==> config.mk <==
export PLATFORM = sky130hd
export DESIGN_NAME = pcbp_accum
export DESIGN_NICKNAME = d
export VERILOG_FILES = /design/src/hdl/pcbp_pkg.sv /design/src/hdl/pcbp_accum.sv
export SDC_FILE = /design/constraint.sdc
export NUM_CORES = 1
export LEC_CHECK = 0
export BUFFER_PORTS_ARGS = -buffer_cell sky130_fd_sc_hd__clkbuf_2
export CAP_MARGIN = 40
export CORE_UTILIZATION = 44
export DETAILED_ROUTE_END_ITERATION = 12
export PLACE_DENSITY = 0.83
export REMOVE_ABC_BUFFERS = 1
export SLEW_MARGIN = 20
export SYNTH_ARGS = -nofsm -noshare
export SYNTH_HDL_FRONTEND = slang
export SYNTH_SLANG_ARGS = --single-unit
==> constraint.sdc <==
create_clock -name i_clk -period 3.17 [get_ports i_clk]
set_input_delay 0.7925 -clock i_clk [delete_from_list [all_inputs] [get_ports i_clk]]
set_output_delay 0.7925 -clock i_clk [all_outputs]
set_load 0.05 [all_outputs]
==> src/hdl/pcbp_pkg.sv <==
// ----------------------------------------------------------------------------
// pcbp_pkg
// shared constants, types and mode codes of the prefix code bit packer
// ----------------------------------------------------------------------------
package pcbp_pkg;

    localparam int MAX_CODE_LEN = 32;
    localparam int SYMBOL_COUNT = 256;
    localparam int BYTE_BITS    = 8;
    localparam int VALUE_BITS   = 32;

    // longest code the table can hold
    localparam int LEN_LIMIT = (MAX_CODE_LEN < VALUE_BITS) ? MAX_CODE_LEN : VALUE_BITS;

    localparam int SYM_W   = 8;
    localparam int LEN_W   = 6;
    localparam int MODE_W  = 2;
    localparam int PEND_W  = 7;
    localparam int CNT_W   = 3;
    localparam int ACC_W   = PEND_W + VALUE_BITS;
    localparam int TOTAL_W = $clog2(ACC_W + 1);
    localparam int LEFT_W  = $clog2(ACC_W / BYTE_BITS + 1);
    localparam int IDX_W   = (SYMBOL_COUNT > 1) ? $clog2(SYMBOL_COUNT) : 1;

    typedef enum logic [MODE_W-1:0] {
        MODE_LOAD   = 2'd0,
        MODE_ENCODE = 2'd1,
        MODE_FLUSH  = 2'd2
    } t_mode;

    typedef struct packed {
        logic [LEN_W-1:0]      len;
        logic [VALUE_BITS-1:0] value;
    } t_entry;

    // item leaving the table lookup stage
    typedef struct packed {
        logic              valid;
        logic [MODE_W-1:0] mode;
        logic              hit;
        t_entry            entry;
    } t_lookup;

    // one batch of bytes for the emitter
    typedef struct packed {
        logic [ACC_W-1:0]   acc;
        logic [TOTAL_W-1:0] shift;
        logic [LEFT_W-1:0]  left;
    } t_job;

endpackage

==> src/hdl/pcbp_accum.sv <==
// ----------------------------------------------------------------------------
// pcbp_accum
// merges the looked-up code with the pending bits and forms byte batches
// ----------------------------------------------------------------------------
module pcbp_accum (
    input  logic              i_clk,
    input  logic              i_rst_n,
    input  pcbp_pkg::t_lookup i_lookup,
    output logic              o_advance,
    output logic              o_job_valid,
    output pcbp_pkg::t_job    o_job,
    input  logic              i_job_ready
);
    import pcbp_pkg::*;

    logic [PEND_W-1:0]  r_pend;
    logic [CNT_W-1:0]   r_cnt;
    logic [PEND_W-1:0]  n_pend;
    logic [CNT_W-1:0]   n_cnt;

    logic [ACC_W-1:0]   w_acc;
    logic [TOTAL_W-1:0] w_total;
    logic [LEFT_W-1:0]  w_nbytes;
    logic [CNT_W-1:0]   w_rem;
    logic [BYTE_BITS-1:0] w_rmask;
    logic [3:0]         w_fsh;
    logic [BYTE_BITS-1:0] w_fbyte;
    logic               w_act;
    logic               w_need;

    assign w_acc    = ({{VALUE_BITS{1'b0}}, r_pend} << i_lookup.entry.len)
                    | ACC_W'(i_lookup.entry.value);
    assign w_total  = TOTAL_W'(r_cnt) + TOTAL_W'(i_lookup.entry.len);
    assign w_nbytes = LEFT_W'(w_total >> 3);
    assign w_rem    = w_total[CNT_W-1:0];
    assign w_rmask  = (BYTE_BITS'(1) << w_rem) - BYTE_BITS'(1);
    // flush pads the leftover bits up to the byte boundary
    assign w_fsh    = 4'(BYTE_BITS) - {1'b0, r_cnt};
    assign w_fbyte  = BYTE_BITS'({1'b0, r_pend} << w_fsh);

    always_comb begin
        w_act  = 1'b0;
        w_need = 1'b0;
        n_pend = r_pend;
        n_cnt  = r_cnt;
        o_job  = '{acc: w_acc, shift: w_total - TOTAL_W'(BYTE_BITS), left: w_nbytes};
        case (i_lookup.mode)
            MODE_ENCODE: begin
                if (i_lookup.hit && (i_lookup.entry.len != '0)) begin
                    w_act  = 1'b1;
                    w_need = (w_nbytes != '0);
                    n_pend = w_acc[PEND_W-1:0] & w_rmask[PEND_W-1:0];
                    n_cnt  = w_rem;
                end
            end
            MODE_FLUSH: begin
                if (r_cnt != '0) begin
                    w_act  = 1'b1;
                    w_need = 1'b1;
                    n_pend = '0;
                    n_cnt  = '0;
                    o_job  = '{acc: ACC_W'(w_fbyte), shift: '0, left: LEFT_W'(1)};
                end
            end
            default: begin
                w_act = 1'b0;
            end
        endcase
    end

    assign o_advance   = i_lookup.valid && (!w_need || i_job_ready);
    assign o_job_valid = i_lookup.valid && w_need;

    always_ff @(posedge i_clk) begin
        if (!i_rst_n) begin
            r_pend <= '0;
            r_cnt  <= '0;
        end else if (o_advance && w_act) begin
            r_pend <= n_pend;
            r_cnt  <= n_cnt;
        end
    end

endmodule

==> results of run 1 <==
## synthesized netlist by cell type (all sizes together), types with 6 or more instances
cell type | instances | area [um^2]
clkbuf | 13 | 50.04
o21ai | 13 | 65.06
o22ai | 7 | 43.79
mux2i | 21 | 214.0
a31oi | 8 | 50.05
dfxtp | 10 | 200.2
buf | 12 | 81.32
nor2 | 47 | 183.9
a21oi | 32 | 163.9
inv | 10 | 37.54
nor2b | 10 | 62.56
nor3 | 6 | 30.03
mux2 | 14 | 161.4
and2 | 7 | 43.79
nand2 | 31 | 116.4
ha | 10 | 125.1
## metal layers
| metal | wire (um) | vias up | part of all wire (%) |
|---|---|---|---|
| met1 | 4188 | 1594 | 32 |
| met2 | 5990 | 380 | 46 |
| met5 | 0 | - | 0 |
| met3 | 1702 | 129 | 13 |
| li1 | - | 1402 | - |
| met4 | 1262 | 0 | 9.6 |
## state kept, by name, summed over array words and instances (netlist names)
signal  cells
r_pend      7
r_cnt       3
## worst max-delay path: stages
cell and delay (ns):
clkbuf_2 0.19, fa_2 0.46, a21oi_2 0.13, nor2b_1 0.07, xnor2_1 0.21, ha_2 0.23, nand2_2 0.06, nor3b_4 0.23
o31a_1 0.21, buf_8 0.15
## power breakdown
part / switching [W] / internal [W]
clock: 0.0000638 / 0.000110
sequential: 0.00000377 / 0.000127
combinational: 0.000339 / 0.000219
## metrics by stage
| step | cell area [um^2] | hold WS [ns] | std cells | setup slack [ns] |
|---|---|---|---|---|
| 3_5_place_dp | 3083 | 0.5106 | 494 | -0.6027 |
| 4_1_cts | 3357 | 0.5177 | 499 | -0.3077 |
| 2_1_floorplan | 2063 | 0.4684 | 286 | -1.878 |
| 3_3_place_gp | 3083 | 0.5035 | 494 | -0.5028 |
| 6_report | 4051 | 0.5739 | 518 | -0.3693 |
| 5_1_grt | 4051 | 0.5907 | 518 | -0.7177 |
## area by class of cell
class | instances | share of cell area (%)
timing repair buffer | 161 | 34.31
sequential | 10 | 4.972
inverter | 10 | 0.9265
clock buffer | 4 | 1.359
tap | 67 | 2.069
multi-input combinational | 266 | 56.36
## path summary, 6_finish.rpt
path / end / start / slack (ns)
worst max-delay path: o_advance / i_lookup[33] / -0.37
worst min-delay path: r_cnt[1] / r_cnt[1] / 0.57
worst max register to register: r_pend[6] / r_cnt[0] / 0.23
worst min register to register: r_cnt[1] / r_cnt[1] / 0.57
## cell families after synthesis
| family | share of synthesized area (%) |
|---|---|
| AND/OR/NAND/NOR | 27.59 |
| AO/OA/AOI/OAI | 24.23 |
| multiplexers | 21.55 |
| buffers and inverters | 7.696 |
| adder cells (fa/ha/maj) | 6.613 |
| flip-flops | 9.122 |
| XOR/XNOR | 3.193 |
## repair_timing
item	4_1_cts	5_1_grt
buffers inserted	2	19
pin swaps	8	24
endpoints found under the setup margin	38	40
resized for setup	60	168
==> qor.txt, run 1 <==
status = finished, violations left
failing checks = setup timing
pin count of the biggest net entering global routing = 34
DIE HEIGHT = 72.63 um
antenna cell count = 0
final worst path period need = 3.539 ns
layout cells sized above 1 = 57.65%
maxcap violations = 0
row cnt = 25
DR WL/cell = 25.37 um
I/O pin count = 95
grt ovf = 0
WHS Path Cells = 2
vias = 3505
Port Buffers = 94
final wirelength = 13140 um
power consumption = 0.0008632 W
root buffer cell = clkbuf_8
Synth Cell Area = 0.002195 mm^2
placed wire-length estimate = 6170 um
Pins Over Slew Limit = 0
RSZ-0062 raised after global routing = yes
Pleak = 1.739 nW
peak supply drop = 0.1454 mV
number of vias per cell = 6.766
Initial Util = 46.16%
Yosys Warn Count = 0
DIE WIDTH = 72.63 um
Core Area = 0.004755 mm^2
path depth of the worst reg2reg path = 12
met3 usage = 4.972%
Arrival @ worst endpoint = 2.75 ns
sequential area share after synthesis = 9.122%
crit start category = primary input
Slew headroom = 42.67%
clk_lat worst skew = 0.25 ns
Unique masters post-synth = 57
Area Overhead vs Synth = 84.61%
GPL Wtd Cong = 0.9542
most common cell after layout, fill and taps aside = buf_4
crit path max fanout = 3
# fillers = 229
multi-input logic area = 0.002283 mm^2
clk sink count = 10
Worst Tran Pin Value = 0.8543 ns
Max clock buf depth = 2
Final Core Density = 85.21%
Setup WS post-layout = -0.3693 ns
layout net count = 508
fmax = 282.5 MHz
H-tree depth = 1
Post-CTS Hold Fix Bufs = 0
vias in the first global route = 2727
Residual DRC = 0
Pre-antenna DRT Iters = 6
CTS tree = built
initial antenna violation count = 0
Detailed Route Iter0 Violations = 596
critical path class = in -> out
setup TNS = -7.310 ns
Crit. End Element = primary output
Post-synth ARST share = 0%
Power per Cell Area = 213.1 mW/mm^2
most frequent cells in the layout = 59 x buf_4, 49 x clkbuf_2, 38 x buf_6, 37 x nor2_1, 29 x nand2_1
Synth Flop Type = dfxtp_1
final hold vios = 0
CTS buffer count = 3
clk_skew = 0.008426 ns
Synth Instances = 311
WP data required = 2.38 ns
Die Area = 0.005274 mm^2
GR peak layer = met2
first-pass GRT wire length = 13050 um
M1 GR Usage = 41.05%
Tcrit/Tclk final = 111.6%
met2 Track Usage GR = 51.61%
FF+latch area = 201.4 um^2
Final setup viols = 45
count of flip-flops with a built-in enable after synthesis = 0
Worst-path clk slew = 0.05 ns
Hold Path Class = reg -> reg
Final ANT Viol Nets = 0
Total GRT Usage = 31.55%
register bit total from synthesis = 10
syn_area_per_cell = 7.057 um^2
(Power assumes the default switching activity.)
==> run 2: changes to the inputs <==
--- a/config.mk
+++ b/config.mk
@@ -7,7 +7,9 @@
 export LEC_CHECK = 0
 export BUFFER_PORTS_ARGS = -buffer_cell sky130_fd_sc_hd__clkbuf_2
 export CAP_MARGIN = 40
-export CORE_UTILIZATION = 44
+export CELL_PAD_IN_SITES_DETAIL_PLACEMENT = 0
+export CELL_PAD_IN_SITES_GLOBAL_PLACEMENT = 1
+export CORE_UTILIZATION = 30
 export DETAILED_ROUTE_END_ITERATION = 12
 export PLACE_DENSITY = 0.83
 export REMOVE_ABC_BUFFERS = 1
==> qor.txt, run 2 (synthesis results as in run 1) <==
worst hold path startpoint = r_pend[6]
critical path class = in -> out
Worst Tran Pin Value = 0.6376 ns
max reg flops = 7
Area Overhead vs Synth = 87.69%
vias = 3070
# fillers = 576
Final ANT Viol Nets = 0
power consumption = 0.0007959 W
Crit. End Element = primary output
WP data required = 2.38 ns
final wirelength = 9594 um
status = finished, violations left
fmax = 288.0 MHz
first-pass GRT wire length = 12970 um
Core Area = 0.006944 mm^2
Hold Path Class = reg -> reg
final worst path period need = 3.472 ns
GPL Wtd Cong = 0.9514
final hold vios = 0
CTS buffer count = 3
Final Core Density = 59.32%
pin count of the biggest net entering global routing = 34
Max clock buf depth = 2
peak supply drop = 0.1351 mV
Final setup viols = 32
H-tree depth = 1
RSZ-0062 raised after global routing = yes
Top reg by flops = r_pend
row cnt = 30
Pre-antenna DRT Iters = 5
clk_lat worst skew = 0.24 ns
grt ovf = 0
Total GRT Usage = 21.46%
Die Area = 0.007662 mm^2
most frequent cells in the layout = 54 x buf_4, 46 x clkbuf_2, 38 x nor2_1, 34 x buf_6, 26 x nand2_1
failing checks = setup timing
layout cells sized above 1 = 57.05%
most common cell after layout, fill and taps aside = buf_4
maxcap violations = 0
antenna cell count = 0
Power per Cell Area = 193.2 mW/mm^2
root buffer cell = clkbuf_8
vias in the first global route = 2617
Tcrit/Tclk final = 109.5%
placed wire-length estimate = 6375 um
I/O pin count = 95
clk_skew = 0.008372 ns
CTS tree = built
number of vias per cell = 5.654
Pins Over Slew Limit = 0
DR WL/cell = 17.67 um
initial antenna violation count = 0
Largest regs = r_pend: 7 flops, r_cnt: 3 flops
Worst-path clk slew = 0.05 ns
Post-CTS Hold Fix Bufs = 0
setup TNS = -3.651 ns
Port Buffers = 94
Post-Place Setup Slack = -0.4403 ns
Initial Util = 31.60%
clk sink count = 10
Setup WS post-layout = -0.3024 ns
layout net count = 505
crit path launch = i_lookup[32]
DIE WIDTH = 87.53 um
multi-input logic area = 0.002260 mm^2
crit start category = primary input
Detailed Route Iter0 Violations = 229
Arrival @ worst endpoint = 2.68 ns
Reg2Reg Launch Point = r_cnt[0]
FF+latch area = 201.4 um^2
Pleak = 1.777 nW
Slew headroom = 57.17%
DIE HEIGHT = 87.53 um
crit path max fanout = 3
Residual DRC = 0
run 2: cell types whose count changed in the layout (fill, tap and decap cells not counted), sizes merged:
cell / change
buf: -3
clkbuf: -1
run 2: final cells by class:
class / instances / share of cell area [%]
Multi-Input combinational cell: 266 / 54.86
Timing Repair Buffer: 158 / 35.42
Sequential cell: 10 / 4.891
Tap cell: 96 / 2.916
Clock buffer: 3 / 1.002
Inverter: 10 / 0.9113
run 2: repair_timing:
action | CTS | global route
pin swaps | 6 | 29
setup buffers | 2 | 17
setup endpoints to repair | 39 | 38
gates resized for setup | 42 | 165
run 2: stage by stage:
| step | hold WS [ns] | cells | area [um^2] |
|---|---|---|---|
| floorplan | 0.4684 | 286 | 2063 |
| global placement | 0.5145 | 523 | 3282 |
| detailed placement | 0.5341 | 523 | 3282 |
| CTS | 0.5355 | 528 | 3497 |
| global route | 0.5672 | 543 | 4119 |
| finish | 0.5422 | 543 | 4119 |
run 2: per-layer routing:
metal	wire length [um]	global-route usage (%)	up-vias
met3	731	1.602	39
met1	3921	30.15	1441
met4	386	8.048	0
met2	4555	34.30	194
li1	-	-	1396
met5	0	0	-
run 2: worst max-delay path: stages:
cell     delay (ns)
buf_8          0.10
ha_4           0.15
fa_2           0.35
a21oi_2        0.12
nor2b_1        0.06
xnor2_1        0.22
ha_2           0.22
nand2_2        0.05
nor3b_2        0.15
buf_4          0.14
o31a_1         0.18
buf_12         0.15
run 2: report_power, final:
group          switching, W  internal [W]  leakage (nW)
logic              0.000307      0.000226          1.67
registers        0.00000312      0.000128        0.0811
clock network     0.0000489     0.0000831        0.0216
run 2: final timing paths:
| check | slack, ns | cells after the start | end |
|---|---|---|---|
| max | -0.30 | 12 | o_advance |
| min | 0.54 | 2 | r_pend[6] |
| max reg2reg | 0.57 | 11 | r_pend[4] |
| min reg2reg | 0.54 | 2 | r_pend[6] |
