`src/hdl/pcbp_pkg.sv`:
```
// ----------------------------------------------------------------------------
// pcbp_pkg
// shared constants, types and mode codes of the prefix code bit packer
// ----------------------------------------------------------------------------
package pcbp_pkg;

    localparam int MAX_CODE_LEN = 32;
    localparam int SYMBOL_COUNT = 256;
    localparam int BYTE_BITS    = 8;
    localparam int VALUE_BITS   = 32;

    // longest code the table can hold
    localparam int LEN_LIMIT = (MAX_CODE_LEN < VALUE_BITS) ? MAX_CODE_LEN : VALUE_BITS;

    localparam int SYM_W   = 8;
    localparam int LEN_W   = 6;
    localparam int MODE_W  = 2;
    localparam int PEND_W  = 7;
    localparam int CNT_W   = 3;
    localparam int ACC_W   = PEND_W + VALUE_BITS;
    localparam int TOTAL_W = $clog2(ACC_W + 1);
    localparam int LEFT_W  = $clog2(ACC_W / BYTE_BITS + 1);
    localparam int IDX_W   = (SYMBOL_COUNT > 1) ? $clog2(SYMBOL_COUNT) : 1;

    typedef enum logic [MODE_W-1:0] {
        MODE_LOAD   = 2'd0,
        MODE_ENCODE = 2'd1,
        MODE_FLUSH  = 2'd2
    } t_mode;

    typedef struct packed {
        logic [LEN_W-1:0]      len;
        logic [VALUE_BITS-1:0] value;
    } t_entry;

    // item leaving the table lookup stage
    typedef struct packed {
        logic              valid;
        logic [MODE_W-1:0] mode;
        logic              hit;
        t_entry            entry;
    } t_lookup;

    // one batch of bytes for the emitter
    typedef struct packed {
        logic [ACC_W-1:0]   acc;
        logic [TOTAL_W-1:0] shift;
        logic [LEFT_W-1:0]  left;
    } t_job;

endpackage

```
`src/hdl/pcbp_byte_emit.sv`:
```
// ----------------------------------------------------------------------------
// pcbp_byte_emit
// holds one byte batch and sends it a word at a time into the output register
// ----------------------------------------------------------------------------
module pcbp_byte_emit (
    input  logic                            i_clk,
    input  logic                            i_rst_n,
    input  logic                            i_job_valid,
    input  pcbp_pkg::t_job                  i_job,
    output logic                            o_job_ready,
    input  logic                            i_stall,
    output logic                            o_valid,
    output logic [pcbp_pkg::BYTE_BITS-1:0]  o_out_byte,
    output logic                            o_last
);
    import pcbp_pkg::*;

    logic                 r_job_valid;
    t_job                 r_job;
    logic                 r_out_valid;
    logic [BYTE_BITS-1:0] r_out_byte;
    logic                 r_out_last;

    logic [ACC_W-1:0]     w_shifted;
    logic                 w_fire;
    logic                 w_final;

    assign w_shifted   = r_job.acc >> r_job.shift;
    assign w_fire      = r_job_valid && (!r_out_valid || !i_stall);
    assign w_final     = (r_job.left == LEFT_W'(1));
    assign o_job_ready = !r_job_valid || (w_fire && w_final);

    always_ff @(posedge i_clk) begin
        if (!i_rst_n) begin
            r_job_valid <= 1'b0;
        end else if (i_job_valid && o_job_ready) begin
            r_job_valid <= 1'b1;
        end else if (w_fire && w_final) begin
            r_job_valid <= 1'b0;
        end
    end

    always_ff @(posedge i_clk) begin
        if (i_job_valid && o_job_ready) begin
            r_job <= i_job;
        end else if (w_fire) begin
            r_job.shift <= r_job.shift - TOTAL_W'(BYTE_BITS);
            r_job.left  <= r_job.left - LEFT_W'(1);
        end
    end

    always_ff @(posedge i_clk) begin
        if (!i_rst_n) begin
            r_out_valid <= 1'b0;
        end else if (w_fire) begin
            r_out_valid <= 1'b1;
        end else if (!i_stall) begin
            r_out_valid <= 1'b0;
        end
    end

    always_ff @(posedge i_clk) begin
        if (w_fire) begin
            r_out_byte <= w_shifted[BYTE_BITS-1:0];
            r_out_last <= w_final;
        end
    end

    assign o_valid    = r_out_valid;
    assign o_out_byte = r_out_byte;
    assign o_last     = r_out_last;

endmodule

```
`config.mk`:
```
export PLATFORM = sky130hd
export DESIGN_NAME = pcbp_byte_emit
export DESIGN_NICKNAME = d
export VERILOG_FILES = /design/src/hdl/pcbp_pkg.sv /design/src/hdl/pcbp_byte_emit.sv
export SDC_FILE = /design/constraint.sdc
export NUM_CORES = 1
export LEC_CHECK = 0
export ABC_AREA = 1
export BUFFER_PORTS_ARGS = -buffer_cell sky130_fd_sc_hd__buf_2
export CAP_MARGIN = 20
export CORE_MARGIN = 8
export CORE_UTILIZATION = 55
export CTS_BUF_LIST = sky130_fd_sc_hd__clkbuf_4
export CTS_CLUSTER_DIAMETER = 40
export DETAILED_ROUTE_END_ITERATION = 16
export PLACE_DENSITY_LB_ADDON = 0.1
export SLEW_MARGIN = 20
export SYNTH_ARGS = -nofsm -noshare
export SYNTH_HDL_FRONTEND = slang
export SYNTH_SLANG_ARGS = --single-unit
```
`constraint.sdc`:
```
create_clock -name i_clk -period 2.18 [get_ports i_clk]
set_input_delay 0.218 -clock i_clk [delete_from_list [all_inputs] [get_ports i_clk]]
set_output_delay 0.218 -clock i_clk [all_outputs]
set_load 0.1 [all_outputs]
```
==> metrics.cfg, run 1 <==
[clock_network]
clkSinkCount=59
ctsRootBufferMaster=clkbuf_4
numCtsBuffers=9
cts_buffer_depth=2
worstSkewPairLatency_ns=0.40
clk_pin_slew_ns=0.10
htreeDepth=3
cts_tree=yes

[sta]
rsz0062_at_grt=no
slew_headroom_pct=58.0
tightest_slew_ns=0.629
slew_viol_final=0
setup_tns_ns=0
skew_ns=0.0204
min_period_ns=2.03
fin_crit_sh_pct=93.2
hold_viol_final=0
fmax_mhz=492
setup_viol=0
whs_ns=0.0457
worst_slack_ns=0.149

[logic_synthesis]
synth-edff-count=57
yosysTopAreaCell=edfxtp_1
synth_top_family_by_area=simple AND/OR/NAND/NOR gates
synth_seq_cells=59
ys_seq_area_share_pct=48.3
synth_cell_types=24
synthMuxAreaShare_pct=0
syn_area_mm2=0.00363
synth.area.top_cells=edfxtp_1, nand3_1, nand2_1, inv_1, buf_2
yosys_warnings=0
synth-main-ff-cell=edfxtp_1
synth_common_cells=nand2_1, nand3_1, edfxtp_1
synth_compound_area_share_pct=4.79
syn_inst=467
syn_nets=522
synthArstFlopShare_pct=0
synthSimpleGateAreaFrac_pct=37.8
synth.avg_cell_area_um2=7.77
yosysTopAreaCellShare_pct=47.2
synth-xor-area-share_pct=0.483
post-synth-top-count-cell=nand2_1
synthAdderAreaFrac_pct=1.03

[place]
gp_congestion=0.931
dp.final_hpwl_mm=6.50
port_buffers=62
dpl.cell_count=590
pre_cts_ws_ns=0.258

[grt]
grt_antenna_before_repair=0
grt_usage_pct=20.7
gr-total-overflow=0
grt_pass1_vias=3588
grt_pass1_wl_mm=16.2
grt_max_degree=46

[final_layout]
area_growth_syn_to_layout_pct=25.1
fin_cells=646
nets=618
drive_above_1_share_pct=16.7
nFillCells=521
multi_input_comb_area_mm2=0.00161
seq_area_mm2=0.00175

[die]
die_h_um=97.2
initial_core_util_pct=57.1
rows=29
coreArea_mm2=0.00635
io-pin-count=63
die_area_mm2=0.00945
dieWidth_um=97.2

[worst_setup_path]
crit_chain=ha_1, nand2_1, inv_1, a21oi_2, inv_1, buf_2
worstSetupPathType=reg -> out
critPathCaptureType=primary output
arrival_ns=1.81
critPathMaxFanout=3
cp_slowest_cell=edfxtp_1
crit_required_ns=1.96
path_delay_family=buffers and inverters
crit_buf_inv=3
slowest_delay_ns=0.43
start_kind=flop
ff2ff_setup_slack_ns=0.26
cp_common_cell=inv_1

[power_and_ir_drop]
leakage_nw=2.10
power.density_mw_per_mm2=744
ir_drop_uv=801
finalPower_w=0.00338

[detailed_routing]
antenna_left=0
dr.first_iter.drc_count=277
avgRoutedWirePerCell_um=14.9
vias=3545
viasPerCell=5.49
wl_mm=9.63
drc=0
first_pass_iters=5

[job]
maxCapViolations=0

[min_path]
min_path_type=in -> reg

[run_status]
status=completed

## cell type report
type | count | area share [%]
sequential | 59 | 38.6
multi-input combinational | 355 | 35.5
timing repair buffer | 111 | 17.9
inverter | 27 | 2.34
tap | 77 | 2.12
clock inverter | 6 | 1.76
clock buffer | 10 | 1.65
antenna | 1 | 0.0551
## flip-flops by register name, summed over array words and instances, names as in the netlist
register,flops
r_job,48
r_job_valid,1
o_valid,1
o_last,1
o_out_byte,8
## kinds of logic (layout without fill, tap and decap cells)
kind of cell | count (synthesis) | count (layout)
AND/OR/NAND/NOR | 321 | 321
flip-flops | 59 | 59
buffers and inverters | 53 | 154
AO/OA/AOI/OAI | 29 | 29
adder cells (fa/ha/maj) | 3 | 3
XOR/XNOR | 2 | 2
other | 0 | 1
## cells in the final DEF, fill, tap and decap left out, drive strengths merged
master       synthesis  final
xnor2                2      2
o211ai               4      4
or2                  1      1
nand3              131    131
bufinv               0      2
buf                 24     72
nor2                16     16
clkbuf               2     10
inv                 27     27
ha                   3      3
clkinv               0      4
a21oi               10     10
a32oi                3      3
nand2              172    172
dlygate4sd3          0     39
diode                0      1
dfxtp                2      2
o21bai               1      1
edfxtp              57     57
o21ai               11     11
nor3                 1      1
## report_power, final
part	switching, W	internal, W
clock network	0.000406	0.000471
logic	0.000706	0.000342
registers	0.0000658	0.00139
total	0.00118	0.00220
## tightest hold or removal path, stage by stage
cell     delay, ns
buf_2         0.09
inv_1         0.06
a21oi_1       0.04
## per-layer routing
metal / GRT usage (%) / wire length [µm] / up-vias
li1: - / - / 1779
met1: 23.1 / 4000 / 1602
met2: 36.4 / 4750 / 142
met3: 4.27 / 598 / 22
met4: 10.3 / 276 / 0
met5: 0 / 0 / -
## stage by stage
stage	area, µm²	util (%)
3_5_place_dp	3990	62.8
2_1_floorplan	3630	-
5_1_grt	4540	71.4
6_report	4540	71.5
4_1_cts	4530	71.4
3_3_place_gp	3990	62.8
## final timing paths
check / start / end / cells past startpoint
worst max register to register: r_job[1]$_DFFE_PN_ / r_job[42]$_DFFE_PP_ / 7
worst max-delay path: r_job[0]$_DFFE_PN_ / o_job_ready / 6
worst min register to register: r_job_valid$_SDFFE_PN0P_ / o_valid$_SDFFE_PN0P_ / 2
worst min-delay path: i_rst_n / o_valid$_SDFFE_PN0P_ / 3
## what timing repair did
action | 4_1_cts | 5_1_grt
endpoints found under the setup margin | 0 | 1
endpoints found under the hold margin | 39 | 0
hold buffers | 39 | 0
resized for setup | 0 | 1
buffers inserted | 0 | 0
No activity file was read; power rests on OpenSTA's default activity.
==> run 2, diff against run 1 <==
--- a/config.mk
+++ b/config.mk
@@ -5,9 +5,7 @@
 export SDC_FILE = /design/constraint.sdc
 export NUM_CORES = 1
 export LEC_CHECK = 0
-export ABC_AREA = 1
 export BUFFER_PORTS_ARGS = -buffer_cell sky130_fd_sc_hd__buf_2
-export CAP_MARGIN = 20
 export CORE_MARGIN = 8
 export CORE_UTILIZATION = 55
 export CTS_BUF_LIST = sky130_fd_sc_hd__clkbuf_4
==> constraint.sdc (replaced) <==
create_clock -name i_clk -period 2.6 [get_ports i_clk]
set_input_delay 0.26 -clock i_clk [delete_from_list [all_inputs] [get_ports i_clk]]
set_output_delay 0.26 -clock i_clk [all_outputs]
set_load 0.1 [all_outputs]
==> run 2 against run 1 <==
Non-clock buffer count fell by 40. Utilization fell by 6.1 points. Critical path depth fell by 1. Sequential cell count did not move. Critical path type is now reg -> reg. Largest cell class unchanged. Highest routed layer unchanged.
==> metrics.cfg, run 2 <==
[run_status]
status=completed

[detailed_routing]
dr.first_iter.drc_count=221
first_pass_iters=7
antenna_left=0
drc=0
met2_length_mm=4.15
wl_met3_um=861
dr.max_layer_used=met4
wl_met1_mm=3.92
viasPerCell=6.39
avgRoutedWirePerCell_um=20.6
wl_mm=9.14
vias=2832

[final_layout]
final_common_cell=buf_2
antenna_cells=0
drive_above_1_share_pct=32.8
area_growth_syn_to_layout_pct=14.6
final_util_pct=65.3
largest_register_ffs=48
regMostFlops=r_job
layout_common_cells=buf_2, edfxtp_1, mux2i_1
nets=416

[power_and_ir_drop]
p_int_w=0.00177
power_frac_comb_pct=30.7
p_clk_share_pct=23.4
ir_drop_uv=397
p_sw_w=0.000954
switching_share_pct=35.0
p_seq_share_pct=46.0
power.density_mw_per_mm2=654
leakage_nw=1.61

[logic_synthesis]
synthArstFlopShare_pct=0
synth_seq_cells=59
ys_seq_area_share_pct=48.1
synth.avg_cell_area_um2=12.1
syn_area_mm2=0.00364
yosysTopAreaCellShare_pct=47.0
yosysTopAreaCell=edfxtp_1
post-synth-top-count-cell=edfxtp_1
synth-main-ff-cell=edfxtp_1
synth.area.top_cells=edfxtp_1, mux4_2, mux2i_1, mux2_2, nand2_1
synth_cell_types=54
syn_inst=301
synth-edff-count=57
yosys_warnings=0
synth_common_cells=edfxtp_1, mux2i_1, nand2_1
syn_nets=356

[worst_setup_path]
slowest_delay_ns=0.58
crit_required_ns=2.77
cp_slowest_cell=edfxtp_1
crit_chain=mux2_2, mux4_2, nand3_1, a31oi_1, a221o_1
arrival_ns=2.39
ff2ff_setup_slack_ns=0.37
worstSetupPathType=reg -> reg
path_delay_family=multiplexers
critPathCaptureType=flop
start_kind=flop
crit_buf_inv=0
critPathMaxFanout=8

[clock_network]
htreeDepth=3
numCtsBuffers=9
cts_setup_buffers=0
clkSinkCount=59
cts-hold-fix-buffers=0
worstSkewPairLatency_ns=0.41
post_cts_resized=0
ctsRootBufferMaster=clkbuf_4
cts_buffer_depth=2
cts_tree=yes
clk_pin_slew_ns=0.10

[sta]
slew_headroom_pct=57.0
skew_ns=0.00990
worst_slack_ns=0.372
setup_viol=0
fmax_mhz=449
tightest_slew_ns=0.646
setup_tns_ns=0
fin_crit_sh_pct=85.7
rsz0062_at_grt=no
min_period_ns=2.23
hold_viol_final=0
slew_viol_final=0

[die]
coreArea_mm2=0.00639
rows=29
dieWidth_um=97.4
die_h_um=97.4
io-pin-count=63
initial_core_util_pct=57.0
die_area_mm2=0.00948

[grt]
grt_max_degree=49
grt_pass1_wl_mm=14.5
grt_antenna_before_repair=0
gr-total-overflow=0
grt_pass1_vias=2808
grt_usage_pct=19.2

[place]
port_buffers=62
gp_congestion=0.950
dp.final_hpwl_mm=6.87
pre_cts_ws_ns=0.386

[min_path]
min_path_type=in -> reg

[job]
maxCapViolations=0

## run 2: power groups by stage
stage / sequential, W / combinational, W / clock, W
after global placement: 0.00127 / 0.000821 / 0
after detailed placement: 0.00127 / 0.000827 / 0
final: 0.00125 / 0.000836 / 0.000637
after floorplan: 0.00137 / 0.000518 / 0
after CTS: 0.00125 / 0.000830 / 0.000649
after global routing: 0.00127 / 0.000896 / 0.000680
## run 2: worst paths after layout
check | from | to | depth (start not counted)
setup / recovery | r_job[4]$_DFFE_PP_ | o_out_byte[1]$_DFFE_PP_ | 5
hold / removal | i_job[47] | r_job[47]$_DFFE_PP_ | 1
setup reg to reg | r_job[4]$_DFFE_PP_ | o_out_byte[1]$_DFFE_PP_ | 5
hold reg to reg | r_job_valid$_SDFFE_PN0P_ | r_job_valid$_SDFFE_PN0P_ | 2
## run 2: logic make-up (layout without fill, tap and decap cells)
kind of cell | Yosys count | count (layout) | synth area share [%]
muxes | 62 | 62 | 23.1
DFF | 59 | 59 | 48.1
adders and majority gates | 3 | 3 | 1.03
buffers and inverters | 30 | 95 | 4.19
AOI/OAI and AO/OA | 67 | 67 | 12.9
xor gates and xnor gates | 2 | 2 | 0.481
and+or+nand+nor | 78 | 78 | 10.2
## run 2: routing by layer
layer  track usage (%)  vias up
met5                 0        -
met4              8.04        0
met3              4.55       27
met2              29.4      154
met1              25.4     1338
li1                  -     1313
## run 2: per-stage QoR
stage	power, W	instances	hold slack, ns	cell area [µm²]
finish	0.00273	443	0.0204	4170
global route	0.00284	443	0.00865	4170
CTS	0.00273	443	0.00874	4170
detailed placement	0.00210	427	0.438	4040
global placement	0.00209	427	0.436	4040
floorplan	0.00188	301	0.359	3660
## run 2: final cells by class
class | instances | area (µm²)
Clock buffer | 10 | 75.1
Multi-Input combinational cell | 212 | 1750
Timing Repair Buffer | 71 | 415
Inverter | 8 | 30.0
Clock inverter | 6 | 56.3
Fill cell | 515 | 2210
Sequential cell | 59 | 1750
Tap cell | 77 | 96.3
